**src/rtl/core/tlqs_pkg.sv**
```systemverilog
// tlqs_pkg: shared widths, defaults and the job record for the two-level queue scheduler
// no dependencies; used by the interfaces, the job table and the top level
`timescale 1ns / 1ps

package tlqs_pkg;

    localparam int MAX_JOBS_DEF = 32;

    localparam int ID_W    = 16;
    localparam int ARR_W   = 16;
    localparam int BURST_W = 16;
    localparam int TIME_W  = 22;

    // one stored job
    typedef struct packed {
        logic [ID_W-1:0]    id;
        logic [ARR_W-1:0]   arrival;
        logic [BURST_W-1:0] burst;
        logic               cls;
    } job_t;

endpackage

```
**src/rtl/core/tlqs_stream_if.sv**
```systemverilog
// tlqs_stream_if: valid/ready channels for job input and dispatch results
// depends on tlqs_pkg for field widths
`timescale 1ns / 1ps

interface tlqs_job_if;
    logic                        valid;
    logic                        ready;
    logic [tlqs_pkg::ID_W-1:0]    job_id;
    logic [tlqs_pkg::ARR_W-1:0]   arrival_time;
    logic [tlqs_pkg::BURST_W-1:0] burst_length;
    logic                        job_class;
    logic                        last_job;

    modport source (
        output valid, job_id, arrival_time, burst_length, job_class, last_job,
        input  ready
    );
    modport sink (
        input  valid, job_id, arrival_time, burst_length, job_class, last_job,
        output ready
    );
endinterface

interface tlqs_res_if;
    logic                       valid;
    logic                       ready;
    logic [tlqs_pkg::ID_W-1:0]   run_id;
    logic [tlqs_pkg::TIME_W-1:0] start_time;
    logic [tlqs_pkg::TIME_W-1:0] wait_time;
    logic [tlqs_pkg::TIME_W-1:0] finish_time;
    logic [tlqs_pkg::TIME_W-1:0] turnaround_time;
    logic                       last_result;

    modport source (
        output valid, run_id, start_time, wait_time, finish_time, turnaround_time,
               last_result,
        input  ready
    );
    modport sink (
        input  valid, run_id, start_time, wait_time, finish_time, turnaround_time,
               last_result,
        output ready
    );
endinterface

```
**src/rtl/core/tlqs_job_mem.sv**
```systemverilog
// tlqs_job_mem: job table, one write port and one registered read port
// depends on tlqs_pkg for the job record
`timescale 1ns / 1ps

module tlqs_job_mem #(
    parameter int DEPTH = tlqs_pkg::MAX_JOBS_DEF,
    parameter int IDX_W = (DEPTH > 1) ? $clog2(DEPTH) : 1
) (
    input  logic                 clk,
    input  logic                 wr_en,
    input  logic [IDX_W-1:0]     wr_addr,
    input  tlqs_pkg::job_t       wr_data,
    input  logic                 rd_en,
    input  logic [IDX_W-1:0]     rd_addr,
    output tlqs_pkg::job_t       rd_data
);

    tlqs_pkg::job_t mem [DEPTH];
    tlqs_pkg::job_t rd_data_reg;

    always_ff @(posedge clk)
    begin
        if (wr_en)
        begin
            mem[wr_addr] <= wr_data;
        end
    end

    always_ff @(posedge clk)
    begin
        if (rd_en)
        begin
            rd_data_reg <= mem[rd_addr];
        end
    end

    assign rd_data = rd_data_reg;

endmodule

```
**src/rtl/core/two_level_queue_scheduler.sv**
```systemverilog
// two_level_queue_scheduler: non-preemptive two-level fcfs scheduler (system over user)
// depends on tlqs_pkg, tlqs_stream_if and tlqs_job_mem
//
//  channel  | dir | transfer moves                          | when
//  ---------+-----+-----------------------------------------+--------------------------
//  jobs     | in  | one job: id, arrival, burst, class, last | valid && ready
//  results  | out | one dispatch: id, start, wait, finish,   | valid && ready
//           |     | turnaround, last                         |
//
//  loading accepts one job per cycle; jobs is ready only while loading
//  each dispatch scans the n loaded jobs through the single table read port:
//  a read of each loaded job, a drain, a settle, then pick and turnaround;
//  the result is then held in S_OUT until results is ready
//  when nothing is ready the clock jumps to the next arrival, at the cost of
//  one more scan and pick
//  reset is asynchronous, active low; no clearing pass, the table needs none
//  a stalled results transfer holds the block, jobs stays low meanwhile
`timescale 1ns / 1ps

module two_level_queue_scheduler #(
    parameter int MAX_JOBS = tlqs_pkg::MAX_JOBS_DEF
) (
    input  logic              clk,
    input  logic              rst_n,
    tlqs_job_if.sink          jobs,
    tlqs_res_if.source        results
);

    // index and count widths
    localparam int IDX_W    = (MAX_JOBS > 1) ? $clog2(MAX_JOBS) : 1;
    localparam int CNT_W    = $clog2(MAX_JOBS + 1);
    // clock can reach about (MAX_JOBS + 1) * 2^16, never narrower than the result field
    localparam int CLK_NEED = $clog2((MAX_JOBS + 1) * 65536);
    localparam int CLK_W    = (CLK_NEED > tlqs_pkg::TIME_W) ? CLK_NEED : tlqs_pkg::TIME_W;
    // selection key: not-ready flag, class when ready, arrival
    localparam int KEY_W    = tlqs_pkg::ARR_W + 2;
    localparam int TW       = tlqs_pkg::TIME_W;

    typedef enum logic [2:0] {
        S_LOAD,
        S_SCAN,
        S_PICK,
        S_TURN,
        S_OUT
    } state_t;

    state_t state_reg;

    // set bookkeeping
    logic [CNT_W-1:0]    loaded_reg;
    logic [CNT_W-1:0]    finished_reg;
    logic [CLK_W-1:0]    clock_reg;
    logic [MAX_JOBS-1:0] done_reg;

    // scan sequencer
    logic [CNT_W-1:0]    issue_reg;
    logic                rd_vld_reg;
    logic [IDX_W-1:0]    rd_pos_reg;

    // best candidate of the current scan
    logic                         best_found_reg;
    logic [KEY_W-1:0]             best_key_reg;
    logic [IDX_W-1:0]             best_pos_reg;
    logic [tlqs_pkg::ID_W-1:0]    best_id_reg;
    logic [tlqs_pkg::ARR_W-1:0]   best_arr_reg;
    logic [tlqs_pkg::BURST_W-1:0] best_burst_reg;

    // result register
    logic                      out_vld_reg;
    logic [tlqs_pkg::ID_W-1:0] out_id_reg;
    logic [TW-1:0]             out_start_reg;
    logic [TW-1:0]             out_wait_reg;
    logic [TW-1:0]             out_finish_reg;
    logic [TW-1:0]             out_turn_reg;
    logic                      out_last_reg;

    // table ports
    logic           wr_en;
    logic           rd_en;
    tlqs_pkg::job_t wr_job;
    tlqs_pkg::job_t rd_job;

    // candidate evaluation on the registered read data
    logic             cand_ready;
    logic [KEY_W-1:0] cand_key;
    logic             cand_take;
    logic [CLK_W-1:0] best_arr_ext;
    logic [CLK_W-1:0] best_burst_ext;
    logic             room;

    assign room = (loaded_reg < CNT_W'(MAX_JOBS));

    // table full: the job is dropped but its last flag still counts
    assign wr_en = (state_reg == S_LOAD) && jobs.valid && room;
    assign rd_en = (state_reg == S_SCAN) && (issue_reg < loaded_reg);

    assign wr_job.id      = jobs.job_id;
    assign wr_job.arrival = jobs.arrival_time;
    assign wr_job.burst   = jobs.burst_length;
    assign wr_job.cls     = jobs.job_class;

    tlqs_job_mem #(
        .DEPTH (MAX_JOBS),
        .IDX_W (IDX_W)
    ) u_job_mem (
        .clk     (clk),
        .wr_en   (wr_en),
        .wr_addr (loaded_reg[IDX_W-1:0]),
        .wr_data (wr_job),
        .rd_en   (rd_en),
        .rd_addr (issue_reg[IDX_W-1:0]),
        .rd_data (rd_job)
    );

    // ready jobs sort ahead of waiting ones, system class ahead of user,
    // then by arrival; strict compare keeps the earlier-loaded job on ties
    assign cand_ready = ({{(CLK_W-tlqs_pkg::ARR_W){1'b0}}, rd_job.arrival} <= clock_reg);
    assign cand_key   = {~cand_ready, cand_ready & rd_job.cls, rd_job.arrival};
    assign cand_take  = rd_vld_reg && !done_reg[rd_pos_reg]
                        && (!best_found_reg || (cand_key < best_key_reg));

    assign best_arr_ext   = {{(CLK_W-tlqs_pkg::ARR_W){1'b0}}, best_arr_reg};
    assign best_burst_ext = {{(CLK_W-tlqs_pkg::BURST_W){1'b0}}, best_burst_reg};

    assign jobs.ready = (state_reg == S_LOAD);

    assign results.valid           = out_vld_reg;
    assign results.run_id          = out_id_reg;
    assign results.start_time      = out_start_reg;
    assign results.wait_time       = out_wait_reg;
    assign results.finish_time     = out_finish_reg;
    assign results.turnaround_time = out_turn_reg;
    assign results.last_result     = out_last_reg;

    always_ff @(posedge clk or negedge rst_n)
    begin
        if (!rst_n)
        begin
            state_reg      <= S_LOAD;
            loaded_reg     <= '0;
            finished_reg   <= '0;
            clock_reg      <= '0;
            done_reg       <= '0;
            issue_reg      <= '0;
            rd_vld_reg     <= 1'b0;
            rd_pos_reg     <= '0;
            best_found_reg <= 1'b0;
            best_key_reg   <= '0;
            best_pos_reg   <= '0;
            best_id_reg    <= '0;
            best_arr_reg   <= '0;
            best_burst_reg <= '0;
            out_vld_reg    <= 1'b0;
            out_id_reg     <= '0;
            out_start_reg  <= '0;
            out_wait_reg   <= '0;
            out_finish_reg <= '0;
            out_turn_reg   <= '0;
            out_last_reg   <= 1'b0;
        end
        else
        begin
            unique case (state_reg)
                S_LOAD:
                begin
                    if (jobs.valid)
                    begin
                        if (room)
                        begin
                            loaded_reg <= loaded_reg + 1'b1;
                        end
                        if (jobs.last_job)
                        begin
                            // set closed: start the schedule at tick zero
                            clock_reg      <= '0;
                            finished_reg   <= '0;
                            issue_reg      <= '0;
                            best_found_reg <= 1'b0;
                            state_reg      <= S_SCAN;
                        end
                    end
                end

                S_SCAN:
                begin
                    if (issue_reg < loaded_reg)
                    begin
                        issue_reg  <= issue_reg + 1'b1;
                        rd_vld_reg <= 1'b1;
                        rd_pos_reg <= issue_reg[IDX_W-1:0];
                    end
                    else
                    begin
                        rd_vld_reg <= 1'b0;
                        // last read evaluated, best candidate settled
                        if (!rd_vld_reg)
                        begin
                            state_reg <= S_PICK;
                        end
                    end
                end

                S_PICK:
                begin
                    if (!best_key_reg[KEY_W-1])
                    begin
                        // dispatch: start now, run the whole burst
                        out_id_reg    <= best_id_reg;
                        out_start_reg <= clock_reg[TW-1:0];
                        out_wait_reg  <= TW'(clock_reg - best_arr_ext);
                        clock_reg     <= clock_reg + best_burst_ext;
                        done_reg[best_pos_reg] <= 1'b1;
                        finished_reg  <= finished_reg + 1'b1;
                        state_reg     <= S_TURN;
                    end
                    else
                    begin
                        // idle gap: jump to the earliest pending arrival and rescan
                        clock_reg      <= best_arr_ext;
                        issue_reg      <= '0;
                        best_found_reg <= 1'b0;
                        state_reg      <= S_SCAN;
                    end
                end

                S_TURN:
                begin
                    out_finish_reg <= clock_reg[TW-1:0];
                    out_turn_reg   <= TW'(clock_reg - best_arr_ext);
                    out_last_reg   <= (finished_reg == loaded_reg);
                    out_vld_reg    <= 1'b1;
                    state_reg      <= S_OUT;
                end

                S_OUT:
                begin
                    if (results.ready)
                    begin
                        out_vld_reg <= 1'b0;
                        if (out_last_reg)
                        begin
                            // set complete: back to an empty table
                            loaded_reg   <= '0;
                            finished_reg <= '0;
                            clock_reg    <= '0;
                            done_reg     <= '0;
                            state_reg    <= S_LOAD;
                        end
                        else
                        begin
                            issue_reg      <= '0;
                            best_found_reg <= 1'b0;
                            state_reg      <= S_SCAN;
                        end
                    end
                end

                default:
                begin
                    state_reg <= S_LOAD;
                end
            endcase

            // candidate compare, one table entry per cycle during a scan
            if (cand_take)
            begin
                best_found_reg <= 1'b1;
                best_key_reg   <= cand_key;
                best_pos_reg   <= rd_pos_reg;
                best_id_reg    <= rd_job.id;
                best_arr_reg   <= rd_job.arrival;
                best_burst_reg <= rd_job.burst;
            end
        end
    end

    // loading and dispatching never overlap
    a_no_overlap: assert property (@(posedge clk) disable iff (!rst_n)
        !(jobs.ready && results.valid))
        else $error("jobs ready while a result is pending");

    // dispatch count never runs past the loaded count
    a_finished_bound: assert property (@(posedge clk) disable iff (!rst_n)
        finished_reg <= loaded_reg)
        else $error("more dispatches than loaded jobs");

    // the final result empties the table
    a_last_clears: assert property (@(posedge clk) disable iff (!rst_n)
        (results.valid && results.ready && results.last_result)
        |=> (loaded_reg == '0) && (done_reg == '0) && jobs.ready)
        else $error("table not cleared after last result");

    // turnaround equals wait plus burst in modular result arithmetic
    a_time_relation: assert property (@(posedge clk) disable iff (!rst_n)
        results.valid |-> (results.turnaround_time ==
            TW'(results.wait_time + results.finish_time - results.start_time)))
        else $error("result times inconsistent");

endmodule
```
**src/flat_wrapper.sv**
```systemverilog
// flat-port wrapper written by rule: the top's interface ports become plain ports
module two_level_queue_scheduler_flat 
#(
    parameter int MAX_JOBS = tlqs_pkg::MAX_JOBS_DEF
)
  (clk, rst_n, jobs_valid, jobs_job_id, jobs_arrival_time, jobs_burst_length, jobs_job_class, jobs_last_job, jobs_ready, results_valid, results_run_id, results_start_time, results_wait_time, results_finish_time, results_turnaround_time, results_last_result, results_ready);
  tlqs_job_if jobs_i ();
  tlqs_res_if results_i ();
  input  logic clk;
  input  logic rst_n;
  input wire logic [$bits(jobs_i.valid)-1:0] jobs_valid;
  input wire logic [$bits(jobs_i.job_id)-1:0] jobs_job_id;
  input wire logic [$bits(jobs_i.arrival_time)-1:0] jobs_arrival_time;
  input wire logic [$bits(jobs_i.burst_length)-1:0] jobs_burst_length;
  input wire logic [$bits(jobs_i.job_class)-1:0] jobs_job_class;
  input wire logic [$bits(jobs_i.last_job)-1:0] jobs_last_job;
  output wire logic [$bits(jobs_i.ready)-1:0] jobs_ready;
  output wire logic [$bits(results_i.valid)-1:0] results_valid;
  output wire logic [$bits(results_i.run_id)-1:0] results_run_id;
  output wire logic [$bits(results_i.start_time)-1:0] results_start_time;
  output wire logic [$bits(results_i.wait_time)-1:0] results_wait_time;
  output wire logic [$bits(results_i.finish_time)-1:0] results_finish_time;
  output wire logic [$bits(results_i.turnaround_time)-1:0] results_turnaround_time;
  output wire logic [$bits(results_i.last_result)-1:0] results_last_result;
  input wire logic [$bits(results_i.ready)-1:0] results_ready;
  assign jobs_i.valid = jobs_valid;
  assign jobs_i.job_id = jobs_job_id;
  assign jobs_i.arrival_time = jobs_arrival_time;
  assign jobs_i.burst_length = jobs_burst_length;
  assign jobs_i.job_class = jobs_job_class;
  assign jobs_i.last_job = jobs_last_job;
  assign jobs_ready = jobs_i.ready;
  assign results_valid = results_i.valid;
  assign results_run_id = results_i.run_id;
  assign results_start_time = results_i.start_time;
  assign results_wait_time = results_i.wait_time;
  assign results_finish_time = results_i.finish_time;
  assign results_turnaround_time = results_i.turnaround_time;
  assign results_last_result = results_i.last_result;
  assign results_i.ready = results_ready;
  two_level_queue_scheduler #(.MAX_JOBS(MAX_JOBS)) u_core (.clk(clk), .rst_n(rst_n), .jobs(jobs_i), .results(results_i));
endmodule
```
**config.mk**
```make
export PLATFORM = sky130hd
export DESIGN_NAME = two_level_queue_scheduler_flat
export DESIGN_NICKNAME = d
export VERILOG_FILES = /design/src/rtl/core/tlqs_pkg.sv /design/src/rtl/core/tlqs_stream_if.sv /design/src/rtl/core/tlqs_job_mem.sv /design/src/rtl/core/two_level_queue_scheduler.sv /design/src/flat_wrapper.sv
export SDC_FILE = /design/constraint.sdc
export NUM_CORES = 2
export LEC_CHECK = 0
export ABC_AREA = 1
export BUFFER_PORTS_ARGS = -buffer_cell sky130_fd_sc_hd__buf_2
export CAP_MARGIN = 20
export CORE_MARGIN = 4
export CORE_UTILIZATION = 40
export DETAILED_ROUTE_END_ITERATION = 6
export PLACE_DENSITY_LB_ADDON = 0.12
export SYNTH_ARGS = -nofsm -noshare
export SYNTH_HDL_FRONTEND = slang
export SYNTH_HIERARCHICAL = 1
export SYNTH_SLANG_ARGS = --single-unit
```
**constraint.sdc**
```tcl
create_clock -name clk -period 4.6 [get_ports clk]
set_clock_uncertainty 0.2 [all_clocks]
set_input_delay 0.46 -clock clk [delete_from_list [all_inputs] [get_ports clk]]
set_output_delay 0.46 -clock clk [all_outputs]
set_load 0.02 [all_outputs]
```
==> impl_metrics.yaml <==
synthesis:
  synthFlopType: "edfxtp_1"
  synth-edff-count: 1617
  yosysSeqAreaShare_pct: 70.2
  yosysTopAreaCell: "edfxtp_1"
  async_reset_ff_share_pct: 13.1
  yosysWarningCount: 6
  netlist_instances: 7075
  synth_area_um2: 77800
  syn_avg_cell_area_um2: 11.0
  ys_seq_elements: 1860
  ys_types: 46
  synth_top_area_share_pct: 62.4
  syn-num-nets: 7204
  synth_area_leaders: "edfxtp_1 (62%), nand2_1 (13%), nand3_1 (8.2%)"
timing:
  rsz0062_at_grt: "no"
  fmax_mhz: 243
  fin_crit_ns: 4.12
  max_slew_margin_pct: 30.0
  slew_violations: 0
  hold-worst-slack_ns: 0.0558
  hold_viol: 0
  tightest_slew_ns: 1.05
  finalSetupViolCount: 0
  post-route-period-util_pct: 89.5
  fin_setup_tns_ns: 0
min_path:
  hold_class: "in2async"
critical_path:
  crit_end: "u_core/best_burst_reg[6]$_DFFE_PN0P_"
  critPathRequiredTime_ns: 5.15
  cp-startpoint: "u_core/clock_reg[13]$_DFFE_PN0P_"
  crit_arrival_ns: 4.67
  crit_fanout: 33
  cp-start-kind: "register"
  crit_type: "reg2reg"
  r2r_start: "u_core/clock_reg[13]$_DFFE_PN0P_"
  reg2regPathDepth: 21
  r2r_setup_slack_ns: 0.48
  endpoint_kind: "register"
  r2r_end: "u_core/best_burst_reg[6]$_DFFE_PN0P_"
route:
  postRouteWirelength_mm: 231
  dr.max_layer_used: "met5"
  drc_errors: 0
  drtIter0Drc: 4651
  antenna_left: 0
  vias: 52700
  routed-wl-met2_mm: 110
  met1_length_mm: 102
  routedWlPerCell_um: 23.3
  drt_pass1_iterations: 5
  met3_length_mm: 13.3
  vias_per_cell: 5.32
floorplanning:
  dieHeight_um: 449
  rows: 161
  die_w_um: 449
  pin_count: 161
  design.die.area_um2: 202000
  start_util_pct: 40.3
  core-area_um2: 193000
layout:
  largest_reg_flops: 1568
  final_nets: 7358
  utilization_pct: 45.7
  layout-drive-gt1-share_pct: 8.11
  final_common_cell: "nand2_1"
  fin_cells: 9916
  layout_common_cells: "nand2_1 (2781), edfxtp_1 (1617), nand3_1 (1280)"
  area_growth_pct: 13.3
clocking:
  clkLatencyLatePin_ns: 0.84
  cts_tree: "yes"
  hold_buffers: 53
  htreeDepth: 4
  clock_path_buffers: 3
  post_cts_buffers: 0
  cts.reportedPaths.clkPinSlew_ns: 0.06
  cts_buffers: 198
  cts_sinks: 1860
  cts_resized: 0
  cts_root_buffer: "clkbuf_16"
global_routing:
  grt_max_degree: 131
  grt-ovfl-total: 0
  grt.total_usage_pct: 22.5
  grt_first_pass_wirelength_mm: 344
  antenna_found_initial: 14
  grt_pass1_vias: 51100
outcome:
  status: "completed"
pwr:
  powerDensity_nw_per_um2: 640
  power_uw: 56400
  p_leak_uw: 0.0340
  irDropWorstVdd_uv: 473
flow_run:
  maxCapViolCount: 0
placed_design:
  port_buffers: 160
  placedCellCount: 9502
  dp_hpwl_mm: 127
  routabilityCongestion: 0.850
-- metrics by stage --
stage	instance area [um^2]	setup WS [ns]
6_report	88200	0.483
5_1_grt	88200	0.0781
4_1_cts	88200	0.440
3_5_place_dp	81700	0.490
3_3_place_gp	81700	0.497
2_1_floorplan	77800	0.665
-- final cells by class --
class                           instances  area [um^2]
Timing Repair Buffer                  346         3040
Tap cell                             2526         3160
Sequential cell                      1860        54700
Inverter                              173          679
Fill cell                           17700       105000
Multi-Input combinational cell       4650        20700
Clock inverter                         78          538
Antenna cell                            7         17.5
Clock buffer                          276         5420
-- synthesized netlist by cell type, types with 3 or more instances --
cell type,instances
nand2_1,2782
buf_2,204
nor3_2,4
xnor2_1,12
clkbuf_1,73
buf_4,77
o31ai_1,3
buf_6,10
a22oi_1,8
a21o_1,4
inv_1,167
or2_2,3
o21ai_1,11
nor2_1,137
a21boi_0,3
nand3_1,1280
nand4_1,12
o21ai_0,154
dfrtp_1,243
o21bai_1,3
nand3b_1,11
o211ai_1,3
ha_1,73
edfxtp_1,1617
inv_2,4
buf_1,23
nor3_1,16
clkbuf_2,5
xor2_1,8
a21oi_1,106
-- how the worst min path moves through the flow --
| stage | startpoint | to | slack, ns |
|---|---|---|---|
| 2_1_floorplan | rst_n | u_core/best_burst_reg[0]$_DFFE_PN0P_ | -0.04 |
| 3_3_place_gp | u_core/u_job_mem/rd_data[43]$_DFFE_PP_ | u_core/best_id_reg[10]$_DFFE_PN0P_ | 0.24 |
| 3_5_place_dp | u_core/u_job_mem/rd_data[1]$_DFFE_PP_ | u_core/best_burst_reg[0]$_DFFE_PN0P_ | 0.23 |
| 4_1_cts | jobs_burst_length[13] | u_core/u_job_mem/mem[28][14]$_DFFE_PP_ | 0.03 |
| 5_1_grt | jobs_burst_length[13] | u_core/u_job_mem/mem[12][14]$_DFFE_PP_ | 0.06 |
| 6_report | rst_n | u_core/done_reg[8]$_DFFE_PN0P_ | 0.06 |
-- per-layer routing --
layer / track usage (%) / vias to the layer above
met2: 37.1 / 1587
met5: 0 / -
met1: 31.3 / 26200
met3: 3.16 / 320
li1: - / 24600
met4: 6.26 / 2
-- worst max-delay path, stage by stage, from the launching register on --
cell,delay [ns]
dfrtp_1,0.39
inv_1,0.09
ha_1,0.31
nand2_1,0.09
nor2_1,0.21
nand4_1,0.12
nor2_1,0.22
nand4_1,0.14
a21boi_0,0.27
ha_1,0.30
nand2_1,0.07
nor2_1,0.05
nand2_1,0.08
nor2_1,0.05
o21ai_0,0.07
nand3_1,0.09
nand2_1,0.10
nand2_4,0.22
nor2_8,0.47
buf_4,0.31
nand2_1,0.08
nand2_1,0.07
-- power by group --
| part | switching (uW) | leakage (uW) | internal [uW] |
|---|---|---|---|
| sequential | 1010 | 0.0177 | 20100 |
| combinational | 14800 | 0.0134 | 5620 |
| clock | 6510 | 0.00290 | 8430 |
| total | 22300 | 0.0340 | 34100 |
-- logic make-up (layout without fill, tap and decap cells) --
family                     count (synthesis)  after routing  synth area share [%]
and+or+nand+nor                         4256           4256                  22.8
DFF                                     1860           1860                  70.2
buffers and inverters                    565            873                  3.53
AOI/OAI and AO/OA                        298            298                  2.00
adders and majority gates                 75             75                  1.22
xor gates and xnor gates                  20             20                 0.225
muxes                                      1              1                0.0129
other                                      0              7                     0
No activity file was read; power rests on OpenSTA's default activity.
